==> config.mk <==
export PLATFORM = sky130hd
export DESIGN_NAME = oick_sine
export DESIGN_NICKNAME = d
export VERILOG_FILES = /design/src/rtl/oick_pkg.sv /design/src/rtl/oick_sine.sv
export SDC_FILE = /design/constraint.sdc
export NUM_CORES = 1
export LEC_CHECK = 0
export ABC_AREA = 0
export BUFFER_PORTS_ARGS = -buffer_cell sky130_fd_sc_hd__buf_4
export CAP_MARGIN = 20
export CORE_MARGIN = 2
export CORE_UTILIZATION = 61
export CTS_BUF_LIST = sky130_fd_sc_hd__clkbuf_4
export DETAILED_ROUTE_END_ITERATION = 10
export GPL_ROUTABILITY_DRIVEN = 0
export GPL_TIMING_DRIVEN = 0
export HOLD_SLACK_MARGIN = 0.12
export PLACE_DENSITY = 0.77
export SYNTH_ARGS = -nofsm -noshare
export SYNTH_HDL_FRONTEND = slang
export SYNTH_SLANG_ARGS = --single-unit
==> constraint.sdc <==
create_clock -name clk_i -period 21 [get_ports clk_i]
set_clock_uncertainty 0.2 [all_clocks]
set_input_delay 4.2 -clock clk_i [delete_from_list [all_inputs] [get_ports clk_i]]
set_output_delay 4.2 -clock clk_i [all_outputs]
set_load 0.01 [all_outputs]
==> src/rtl/oick_pkg.sv <==
// ----------------------------------------------------------------------------
// oick_pkg: shared constants and helpers for omni chassis inverse kinematics
// Sine approximation coefficients, kinematic constants, register indexes and
// saturation helpers.
// ----------------------------------------------------------------------------
package oick_pkg;

  // Sine polynomial coefficients, Q14
  localparam logic [14:0] SIN_A   = 15'd25736;
  localparam logic [13:0] SIN_B   = 14'd10512;
  localparam logic [10:0] SIN_C   = 11'd1160;
  localparam logic [14:0] SIN_ONE = 15'd16384;

  // sqrt2/2 and sqrt2, Q1.16
  localparam logic signed [51:0] HALF_SQRT2_Q16 = 52'sd46341;
  localparam logic signed [51:0] SQRT2_Q16      = 52'sd92682;

  // Configuration register indexes
  localparam logic CFG_WHEEL_RADIUS = 1'b0;
  localparam logic CFG_INV_RADIUS   = 1'b1;

  typedef logic signed [15:0] sin_q14_t;

  function automatic logic signed [23:0] sat24(input logic signed [31:0] x);
    if (x > 32'sd8388607) begin
      return 24'sh7FFFFF;
    end else if (x < -32'sd8388608) begin
      return 24'sh800000;
    end
    return x[23:0];
  endfunction

  function automatic logic signed [15:0] sat16(input logic signed [23:0] x);
    if (x > 24'sd32767) begin
      return 16'sh7FFF;
    end else if (x < -24'sd32768) begin
      return 16'sh8000;
    end
    return x[15:0];
  endfunction

endpackage

==> src/rtl/oick_sine.sv <==
// ----------------------------------------------------------------------------
// oick_sine: four-stage pipelined sine generator
// Quarter-wave polynomial, one multiply per stage, Q1.14 signed result.
// ----------------------------------------------------------------------------
module oick_sine (
  input  logic                clk_i,
  input  logic                en_i,
  input  logic [15:0]         phase_i,
  output oick_pkg::sin_q14_t  sin_o
);
  import oick_pkg::*;

  logic [14:0] ue;
  logic [14:0] u1_q, u2_q, u3_q;
  logic        n1_q, n2_q, n3_q;
  logic [14:0] sq1_q, sq2_q;
  logic [13:0] t1_q;
  logic [14:0] t2_q;
  logic [29:0] sq_full, mag_full;
  logic [25:0] c_full;
  logic [28:0] p_full;
  logic [14:0] mag;
  sin_q14_t    sin_q;

  // odd quadrants mirror the fraction
  assign ue       = phase_i[14] ? (SIN_ONE - {1'b0, phase_i[13:0]}) : {1'b0, phase_i[13:0]};
  assign sq_full  = 30'(ue) * 30'(ue);
  assign c_full   = 26'(SIN_C) * 26'(sq1_q);
  assign p_full   = 29'(sq2_q) * 29'(t1_q);
  assign mag_full = 30'(u3_q) * 30'(t2_q);
  assign mag      = (mag_full[28:14] > SIN_ONE) ? SIN_ONE : mag_full[28:14];

  always_ff @(posedge clk_i) begin
    if (en_i) begin
      u1_q  <= ue;
      n1_q  <= phase_i[15];
      sq1_q <= sq_full[28:14];
      u2_q  <= u1_q;
      n2_q  <= n1_q;
      sq2_q <= sq1_q;
      t1_q  <= SIN_B - 14'(c_full[25:14]);
      u3_q  <= u2_q;
      n3_q  <= n2_q;
      t2_q  <= SIN_A - 15'(p_full[28:14]);
      sin_q <= n3_q ? -$signed({1'b0, mag}) : $signed({1'b0, mag});
    end
  end

  assign sin_o = sin_q;

endmodule

Word level (Yosys, flattened, before mapping)
Cells that the tools add are included.
{"block": "classes", "n_lt_le_gt_ge": 1, "muxes": 3, "n_mul": 4, "addsub": 4}
{"operator": "$mul 15x15->29", "n": 2}
{"operator": "$mux 15", "n": 3}
{"operator": "$mul 15x14->29", "n": 1}
{"operator": "$mul 8x15->23 const A", "n": 1}
{"operator": "$neg 15->16", "n": 1}
{"operator": "$gt 15x15->1 const B", "n": 1}
{"operator": "$sub 15x14->15 const A", "n": 1}
{"operator": "$sub 15x15->15 const A", "n": 1}
{"operator": "$sub 14x12->14 const A", "n": 1}
{"block": "totals", "out_inout_bits": 16, "ff_bits": 123, "word_cells": 24}

Longest topological paths before layout
Gate-level depths: netlist of the first run.
{"block": "depth", "depth_word": 5, "depth_mapped": 31, "ltp_nobuf": 29}

Worst setup path before layout of the first run
No wires, ideal clock.
{"block": "synth_path", "path_kind": "input-to-reg", "from": "input phase_i[0]", "to": "register sq1_q[14] (data pin)", "setup_time_ns": 0.260, "t_arrival_ns": 11.239, "path_slack_ns": 9.301, "cell_stages": 31, "required_time_ns": 20.540, "n_path_buf": 2, "path_cell_list": "clkbuf_1 > inv_1 > ha_1 > nand2_1 > or2_2 > or3_1 > nand2_1 > xor2_1 > clkbuf_1 > nor2_1 > fa_1 > inv_1 > fa_1 > inv_1 > fa_1 > inv_1 > fa_1 > fa_1 > inv_1 > fa_1 > ha_1 > a211oi_1 > nand2_1 > a211oi_1 > a211oi_1 > a41oi_1 > o21ai_0 > a211oi_1 > o21bai_1 > a21oi_1 > xnor2_1"}
{"block": "synth_via", "elab_chain_cells": 3}
{"element": "start, declared", "line": "oick_sine.sv:8", "rtl": "input logic [15:0] phase_i,"}
{"element": "$sub 15x14->15", "line": "oick_sine.sv:26", "rtl": "assign ue = phase_i[14] ? (SIN_ONE - {1'b0, phase_i[13:0]}) : {1'b0, phase_i[13:0]};"}
{"element": "$mux 15 *", "line": "oick_sine.sv:26"}
{"element": "$mul 15x15->29 *", "line": "oick_sine.sv:27", "rtl": "assign sq_full = 30'(ue) * 30'(ue);"}
{"element": "net sq_full[28]", "line": "oick_sine.sv:19", "rtl": "logic [29:0] sq_full, mag_full;"}
{"element": "end signal, assigned", "line": "oick_sine.sv:37", "rtl": "sq1_q <= sq_full[28:14];"}
{"element": "end, declared", "line": "oick_sine.sv:16", "rtl": "logic [14:0] sq1_q, sq2_q;"}
The timed path passes the listed nets; every way through them passes the cells marked *.
A chain may end at the register's enable or synchronous reset.

Worst setup path after layout of the first run
{"block": "layout_path", "from": "input phase_i[0]", "to": "register sq1_q[14] (data pin)"}
{"block": "layout_via", "elab_chain_cells": 3}
{"element": "$sub 15x14->15", "line": "oick_sine.sv:26"}
{"element": "$mux 15", "line": "oick_sine.sv:26"}
{"element": "net ue[8]", "line": "oick_sine.sv:13", "rtl": "logic [14:0] ue;"}
{"element": "$mul 15x15->29", "line": "oick_sine.sv:27"}
{"element": "net sq_full[28]", "line": "oick_sine.sv:19"}
The timed path passes the listed nets, and every way through them passes these cells.

==> impl_metrics.tcl, run 1 <==
set metrics [dict create \
    synth.distinct_cells 80 \
    via_count 18743 \
    top_library_cells_by_usage_in_the_layout_fill_and_taps_aside "553 x sky130_fd_sc_hd__inv_1, 461 x sky130_fd_sc_hd__fa_1, 325 x sky130_fd_sc_hd__nand2_1" \
    global_route_wire_length_before_repair_um 96220 \
    utilization_pct 64.63 \
    hold_path.startpoint "u2_q[12]" \
    critPathKind "in -> reg" \
    slew_viol_final 0 \
    slowest_cell_on_crit_path "sky130_fd_sc_hd__fa_1" \
    place_inst 3256 \
    rsz_0062_raised_after_global_routing "false" \
    floorplan.die.height_um 209.5 \
    cpPeakStageDelay_ps 560 \
    type_of_the_worst_min_delay_path "reg -> reg" \
    ctsLongestPathBuffers 2 \
    status "complete, no violations" \
    design.die.area_sq_um 43870 \
    finalHoldViolations 0 \
    effective_utilization_at_floorplan_pct 61.53 \
    wl_per_cell_um 17.11 \
    io_pins 34 \
    number_of_buffers_created_by_cts 17 \
    drt-vias-per-instance 5.697 \
    starting_drt_drc_count 1356 \
    critPathMaxFanout 10 \
    ctsResizeCount 0 \
    cts_hold_repair.buffers 0 \
    slew_headroom_pct 22.09 \
    fin_nets 3530 \
    ys_dominant_reg_cell "sky130_fd_sc_hd__edfxtp_1" \
    drive_gt1_share_pct 3.964 \
    regToRegStartpoint "u3_q[8]" \
    post-route-drc-count 0 \
    final_common_cell "sky130_fd_sc_hd__inv_1" \
    clock_sink_count 123 \
    hpwl_um 47210 \
    first_global_vias 20143 \
    postRouteAntennaNets 0 \
    worst_ep_required_time_ps 21170 \
    postRouteWirelength_um 56280 \
    postLayoutSetupSlackWorst_ps 8207 \
    report.final.setup_viol 0 \
    cts_tree "built" \
    r2r.worst_path.cells 26 \
    postSynthRegisterBits 123 \
    firstDrtPassIters 5 \
    antenna_violations_before_repair 2 \
    hold_path_depth 0 \
    netlist_area_sq_um 25750 \
    largest_net_degree_at_the_start_of_global_routing 82 \
    postcts_setup_bufs 0 \
    max_slew.worst_pin.slew_ps 1160 \
    grt_usage_pct 27.53 \
    critPathCaptureType "flip-flop" \
    io_buffer_count 33 \
    max_cap_violations 0 \
    final_min_period_over_clock_period_pct 60.92 \
    post_synth_edffs 123 \
    setup_total_negative_slack_ps 0 \
    critical_path.reg2reg.endpoint "sin_o[12]" \
    post_synthesis_instance_total 2674 \
    clk_pin_slew_worst_paths_ps 130 \
    place_ws_ps 7614 \
    core_area_sq_um 41850 \
    worst-r2r-setup-slack_ps 11820 \
    cts-root-buf "sky130_fd_sc_hd__clkbuf_4" \
    synth-seq-area-share_pct 14.34 \
    area_growth_pct 5.038 \
    worstSkewPairLatency_ps 630 \
    max_freq_mhz 78.17 \
    ys.warnings.count 0 \
    postSynthAreaPerCell_sq_um 9.630 \
    crit_path_start_kind "input pin" \
    hold_path_end "u3_q[12]" \
    ctsHtreeMaxLevel 4 \
    final_critical_path_time_including_i_o_delays_and_setup_ps 12790 \
    fp.dieW_um 209.5 \
    worst-endpoint-arrival_ps 12970 \
    finalNonFillerCells 3290 \
    rows 75 \
    async_set_or_reset_register_ratio_after_synthesis_pct 0 \
    gr-total-overflow 0 \
    critPathTopFamily "adder cells" \
    critPathBufInv 9 \
]
-- flip-flops by register name, indices dropped and copies added, names as in the netlist --
name / flops
n1_q: 1
n2_q: 1
n3_q: 1
sin_o: 16
sq1_q: 15
sq2_q: 15
t1_q: 14
t2_q: 15
u1_q: 15
u2_q: 15
u3_q: 15
-- per-stage QoR --
stage	instance area [sq um]	hold WS, ps
6_report	27050	231.0
2_1_floorplan	25780	200.3
5_1_grt	27050	240.4
3_3_place_gp	26700	200.9
3_5_place_dp	26740	204.5
4_1_cts	27040	223.4
-- area by class of cell --
type,count,area (sq um)
diodes,1,2.502
clock buffers,17,127.6
fillers,3329,14800
multi-input cells,1918,19680
flip-flops and latches,123,3694
inverters,558,2095
clock inverters,15,172.7
repair buffers,36,290.3
plain buffers,83,315.3
well taps,539,674.4
-- synth_stat cells (4+ instances only) --
| cell | number | area (sq um) |
|---|---|---|
| sky130_fd_sc_hd__o21bai_1 | 6 | 45.04 |
| sky130_fd_sc_hd__o2111ai_1 | 4 | 35.03 |
| sky130_fd_sc_hd__a21oi_1 | 56 | 280.3 |
| sky130_fd_sc_hd__o21a_1 | 17 | 127.6 |
| sky130_fd_sc_hd__nand3_1 | 16 | 80.08 |
| sky130_fd_sc_hd__clkbuf_1 | 80 | 300.3 |
| sky130_fd_sc_hd__edfxtp_1 | 123 | 3694 |
| sky130_fd_sc_hd__a21o_1 | 23 | 172.7 |
| sky130_fd_sc_hd__nand4_1 | 13 | 81.33 |
| sky130_fd_sc_hd__clkinv_1 | 5 | 18.77 |
| sky130_fd_sc_hd__nand2_1 | 325 | 1220 |
| sky130_fd_sc_hd__a211oi_1 | 10 | 75.07 |
| sky130_fd_sc_hd__xor2_1 | 34 | 297.8 |
| sky130_fd_sc_hd__and3_1 | 5 | 31.28 |
| sky130_fd_sc_hd__a41o_1 | 4 | 40.04 |
| sky130_fd_sc_hd__a21oi_2 | 4 | 35.03 |
| sky130_fd_sc_hd__or2_2 | 11 | 68.82 |
| sky130_fd_sc_hd__nor3_1 | 23 | 115.1 |
| sky130_fd_sc_hd__ha_1 | 314 | 3929 |
| sky130_fd_sc_hd__fa_1 | 461 | 9229 |
| sky130_fd_sc_hd__o21ai_1 | 4 | 20.02 |
| sky130_fd_sc_hd__nand3b_1 | 5 | 37.54 |
| sky130_fd_sc_hd__xnor2_1 | 60 | 525.5 |
| sky130_fd_sc_hd__o31ai_1 | 6 | 45.04 |
| sky130_fd_sc_hd__nor2b_1 | 9 | 56.30 |
| sky130_fd_sc_hd__o21ai_0 | 38 | 190.2 |
| sky130_fd_sc_hd__o22ai_1 | 4 | 25.02 |
| sky130_fd_sc_hd__nand2b_1 | 10 | 62.56 |
| sky130_fd_sc_hd__inv_1 | 553 | 2076 |
| sky130_fd_sc_hd__and2_1 | 227 | 1420 |
| sky130_fd_sc_hd__o211ai_1 | 5 | 37.54 |
| sky130_fd_sc_hd__a31oi_1 | 13 | 81.33 |
| sky130_fd_sc_hd__or3_1 | 10 | 62.56 |
| sky130_fd_sc_hd__mux2i_1 | 8 | 80.08 |
| sky130_fd_sc_hd__nor2_1 | 112 | 420.4 |
-- worst max-delay path by stage --
| stage | startpoint | to | slack, ps | depth (start not counted) |
|---|---|---|---|---|
| 2_1_floorplan | phase_i[0] | sq1_q[14] | 9300 | 31 |
| 4_1_cts | phase_i[0] | sq1_q[14] | 8280 | 32 |
| 3_3_place_gp | phase_i[0] | sq1_q[14] | 7550 | 29 |
| 6_report | phase_i[0] | sq1_q[14] | 8210 | 32 |
| 5_1_grt | phase_i[0] | sq1_q[14] | 7660 | 32 |
| 3_5_place_dp | phase_i[0] | sq1_q[14] | 7610 | 32 |
-- cells by family (layout without fill, tap and decap cells) --
group | count (synthesis) | after routing | share of synthesized area, %
AND/OR/NAND/NOR | 790 | 790 | 15.09
adder cells (fa/ha/maj) | 775 | 775 | 51.10
buffers and inverters | 641 | 709 | 9.358
AO/OA/AOI/OAI | 240 | 240 | 6.530
flip-flops | 123 | 123 | 14.34
XOR/XNOR | 94 | 94 | 3.197
multiplexers | 9 | 9 | 0.3547
other | 2 | 11 | 0.02916
-- routing by layer --
metal  vias up  global-route usage, %  part of all wire, %
met1      9385                  35.16                   40
li1       8496                      -                    -
met4         2                  11.18                  3.7
met5         -                      0                0.016
met2       705                  47.33                   49
met3       155                  4.235                  7.3
Power of run 1 is not shown: default switching activity piles up to over one toggle a cycle in this logic, so the estimate is an artifact.
==> inputs of run 2 (changes only) <==
--- a/config.mk
+++ b/config.mk
@@ -5,7 +5,7 @@
 export SDC_FILE = /design/constraint.sdc
 export NUM_CORES = 1
 export LEC_CHECK = 0
-export ABC_AREA = 0
+export ABC_AREA = 1
 export BUFFER_PORTS_ARGS = -buffer_cell sky130_fd_sc_hd__buf_4
 export CAP_MARGIN = 20
 export CORE_MARGIN = 2
==> constraint.sdc (replaced) <==
create_clock -name clk_i -period 11.8 [get_ports clk_i]
set_clock_uncertainty 0.2 [all_clocks]
set_input_delay 2.36 -clock clk_i [delete_from_list [all_inputs] [get_ports clk_i]]
set_output_delay 2.36 -clock clk_i [all_outputs]
set_load 0.01 [all_outputs]
==> impl_metrics.tcl, run 2 <==
set metrics [dict create \
    status "complete, no violations" \
    async_set_or_reset_register_ratio_after_synthesis_pct 0 \
    synthMostInstantiatedCell "sky130_fd_sc_hd__inv_1" \
    worstSkewPairLatency_ps 590 \
    ctsLongestPathBuffers 2 \
    postRouteWirelength_um 63440 \
    fin_nets 4136 \
    global_route_wire_length_before_repair_um 107600 \
    crit_path_frequent_cell "sky130_fd_sc_hd__inv_1" \
    critPathLaunch "phase_i[0]" \
    place_ws_ps 1242 \
    final_critical_path_time_including_i_o_delays_and_setup_ps 10100 \
    cpPeakStageDelay_ps 530 \
    synth.distinct_cells 49 \
    cts_tree "built" \
    design.die.area_sq_um 45980 \
    number_of_buffers_created_by_cts 17 \
    via_count 21252 \
    postSynthRegisterBits 123 \
    postSynthAreaPerCell_sq_um 8.230 \
    ctsResizeCount 0 \
    postLayoutSetupSlackWorst_ps 1702 \
    critPathCaptureType "flip-flop" \
    first_global_vias 22847 \
    postcts_setup_bufs 0 \
    synth_largest_type_area_fraction_pct 34.17 \
    drive_gt1_share_pct 3.844 \
    post_synthesis_instance_total 3282 \
    synth-seq-area-share_pct 13.67 \
    regToRegStartpoint "u3_q[5]" \
    post-route-drc-count 0 \
    clock_sink_count 123 \
    io_buffer_count 33 \
    clk_pin_slew_worst_paths_ps 130 \
    ys_dominant_reg_cell "sky130_fd_sc_hd__edfxtp_1" \
    max_freq_mhz 99.03 \
    hold_path.startpoint "u1_q[13]" \
    slowest_cell_on_crit_path "sky130_fd_sc_hd__fa_1" \
    crit_path_start_kind "input pin" \
    rsz_0062_raised_after_global_routing "false" \
    critPathMaxFanout 10 \
    rows 77 \
    final_min_period_over_clock_period_pct 85.57 \
    ctsHtreeMaxLevel 4 \
    hpwl_um 53760 \
    cts_hold_repair.buffers 0 \
    firstDrtPassIters 5 \
    largest_net_degree_at_the_start_of_global_routing 66 \
    top_library_cells_by_usage_in_the_layout_fill_and_taps_aside "894 x sky130_fd_sc_hd__inv_1, 805 x sky130_fd_sc_hd__nand2_1, 461 x sky130_fd_sc_hd__fa_1" \
    slew_headroom_pct 22.08 \
    fp.dieW_um 214.4 \
    io_pins 34 \
    cts-root-buf "sky130_fd_sc_hd__clkbuf_4" \
    finalHoldViolations 0 \
    type_of_the_worst_min_delay_path "reg -> reg" \
    synth.largest_area_cell "sky130_fd_sc_hd__fa_1" \
    wl_per_cell_um 16.06 \
    largest_register_ffs 16 \
    setup_total_negative_slack_ps 0 \
    core_area_sq_um 43930 \
    grt_usage_pct 29.02 \
    max_slew.worst_pin.slew_ps 1165 \
    worst-r2r-setup-slack_ps 3910 \
    worst_ep_required_time_ps 11950 \
    effective_utilization_at_floorplan_pct 61.49 \
    floorplan.die.height_um 214.4 \
    synth.top_cells.by_count "894 x sky130_fd_sc_hd__inv_1, 805 x sky130_fd_sc_hd__nand2_1, 461 x sky130_fd_sc_hd__fa_1" \
    critPathKind "in -> reg" \
    gr-total-overflow 0 \
    post_synth_edffs 123 \
    max_cap_violations 0 \
    yosys-top-cells-area "sky130_fd_sc_hd__fa_1 34%, sky130_fd_sc_hd__ha_1 15%, sky130_fd_sc_hd__edfxtp_1 14%" \
    starting_drt_drc_count 1515 \
    utilization_pct 64.57 \
    antenna_violations_before_repair 1 \
    area_growth_pct 5.012 \
    postRouteAntennaNets 0 \
    worst-endpoint-arrival_ps 10240 \
    drt-vias-per-instance 5.382 \
    report.final.setup_viol 0 \
    ys.warnings.count 0 \
    final_common_cell "sky130_fd_sc_hd__inv_1" \
    slew_viol_final 0 \
    netlist_area_sq_um 27010 \
]
==> run 2: cell count changes in the layout (fill, tap and decap cells not counted), sizes merged, moves of 11 or more <==
| cell | previous run | this run |
|---|---|---|
| a21oi | 60 | 105 |
| xor2 | 34 | 51 |
| xnor2 | 60 | 27 |
| nand2 | 325 | 826 |
| or3 | 12 | 1 |
| nor2 | 112 | 169 |
| and2 | 227 | 4 |
| a21o | 23 | 12 |
| a211oi | 13 | 0 |
| a31oi | 13 | 2 |
| clkbuf | 97 | 82 |
| inv | 563 | 911 |
| nand3 | 17 | 72 |
==> run 2: layout make-up <==
type / instances / area [sq um]
tap: 592 / 740.7
sequential: 123 / 3694
timing repair buffer: 34 / 275.3
clock inverter: 15 / 177.7
inverter: 907 / 3405
clock buffer: 17 / 127.6
multi-input combinational: 2190 / 19660
fill: 3632 / 15570
antenna: 1 / 2.502
buffer: 70 / 289.0
==> run 2: per-stage QoR <==
stage | cell area [sq um] | cells | hold slack, ps
floorplan | 27040 | 3290 | 200.3
global placement | 28030 | 3915 | 200.4
detailed placement | 28060 | 3916 | 204.5
CTS | 28360 | 3948 | 220.2
global route | 28370 | 3949 | 228.2
finish | 28370 | 3949 | 221.4
==> run 2: worst max-delay path: cells and delay by family <==
kind / cells / cell delay, ps
buffers and inverters: 10 / 1370
xor gates and xnor gates: 1 / 170
adders and majority gates: 8 / 3520
AOI/OAI and AO/OA: 5 / 980
and+or+nand+nor: 13 / 1820
==> run 2: cells by family after synthesis <==
kind of cell	synth area share (%)
other	0.02780
and+or+nand+nor	16.99
DFF	13.67
xor gates and xnor gates	2.529
buffers and inverters	13.67
AOI/OAI and AO/OA	4.391
adders and majority gates	48.71
==> run 2: final timing paths <==
| path | endpoint | depth (start not counted) |
|---|---|---|
| max reg2reg | sin_o[12] | 35 |
| min reg2reg | u2_q[13] | 0 |
| min | u2_q[13] | 0 |
| max | sq1_q[12] | 37 |
==> run 2: per-layer routing <==
metal | track usage [%] | vias up | part of all wire, %
li1 | - | 9871 | -
met4 | 13.29 | 0 | 4.4
met5 | 0 | - | 0
met3 | 5.050 | 180 | 7.5
met2 | 49.73 | 831 | 49
met1 | 36.02 | 10370 | 39
Power of run 2 is left out for the same reason.
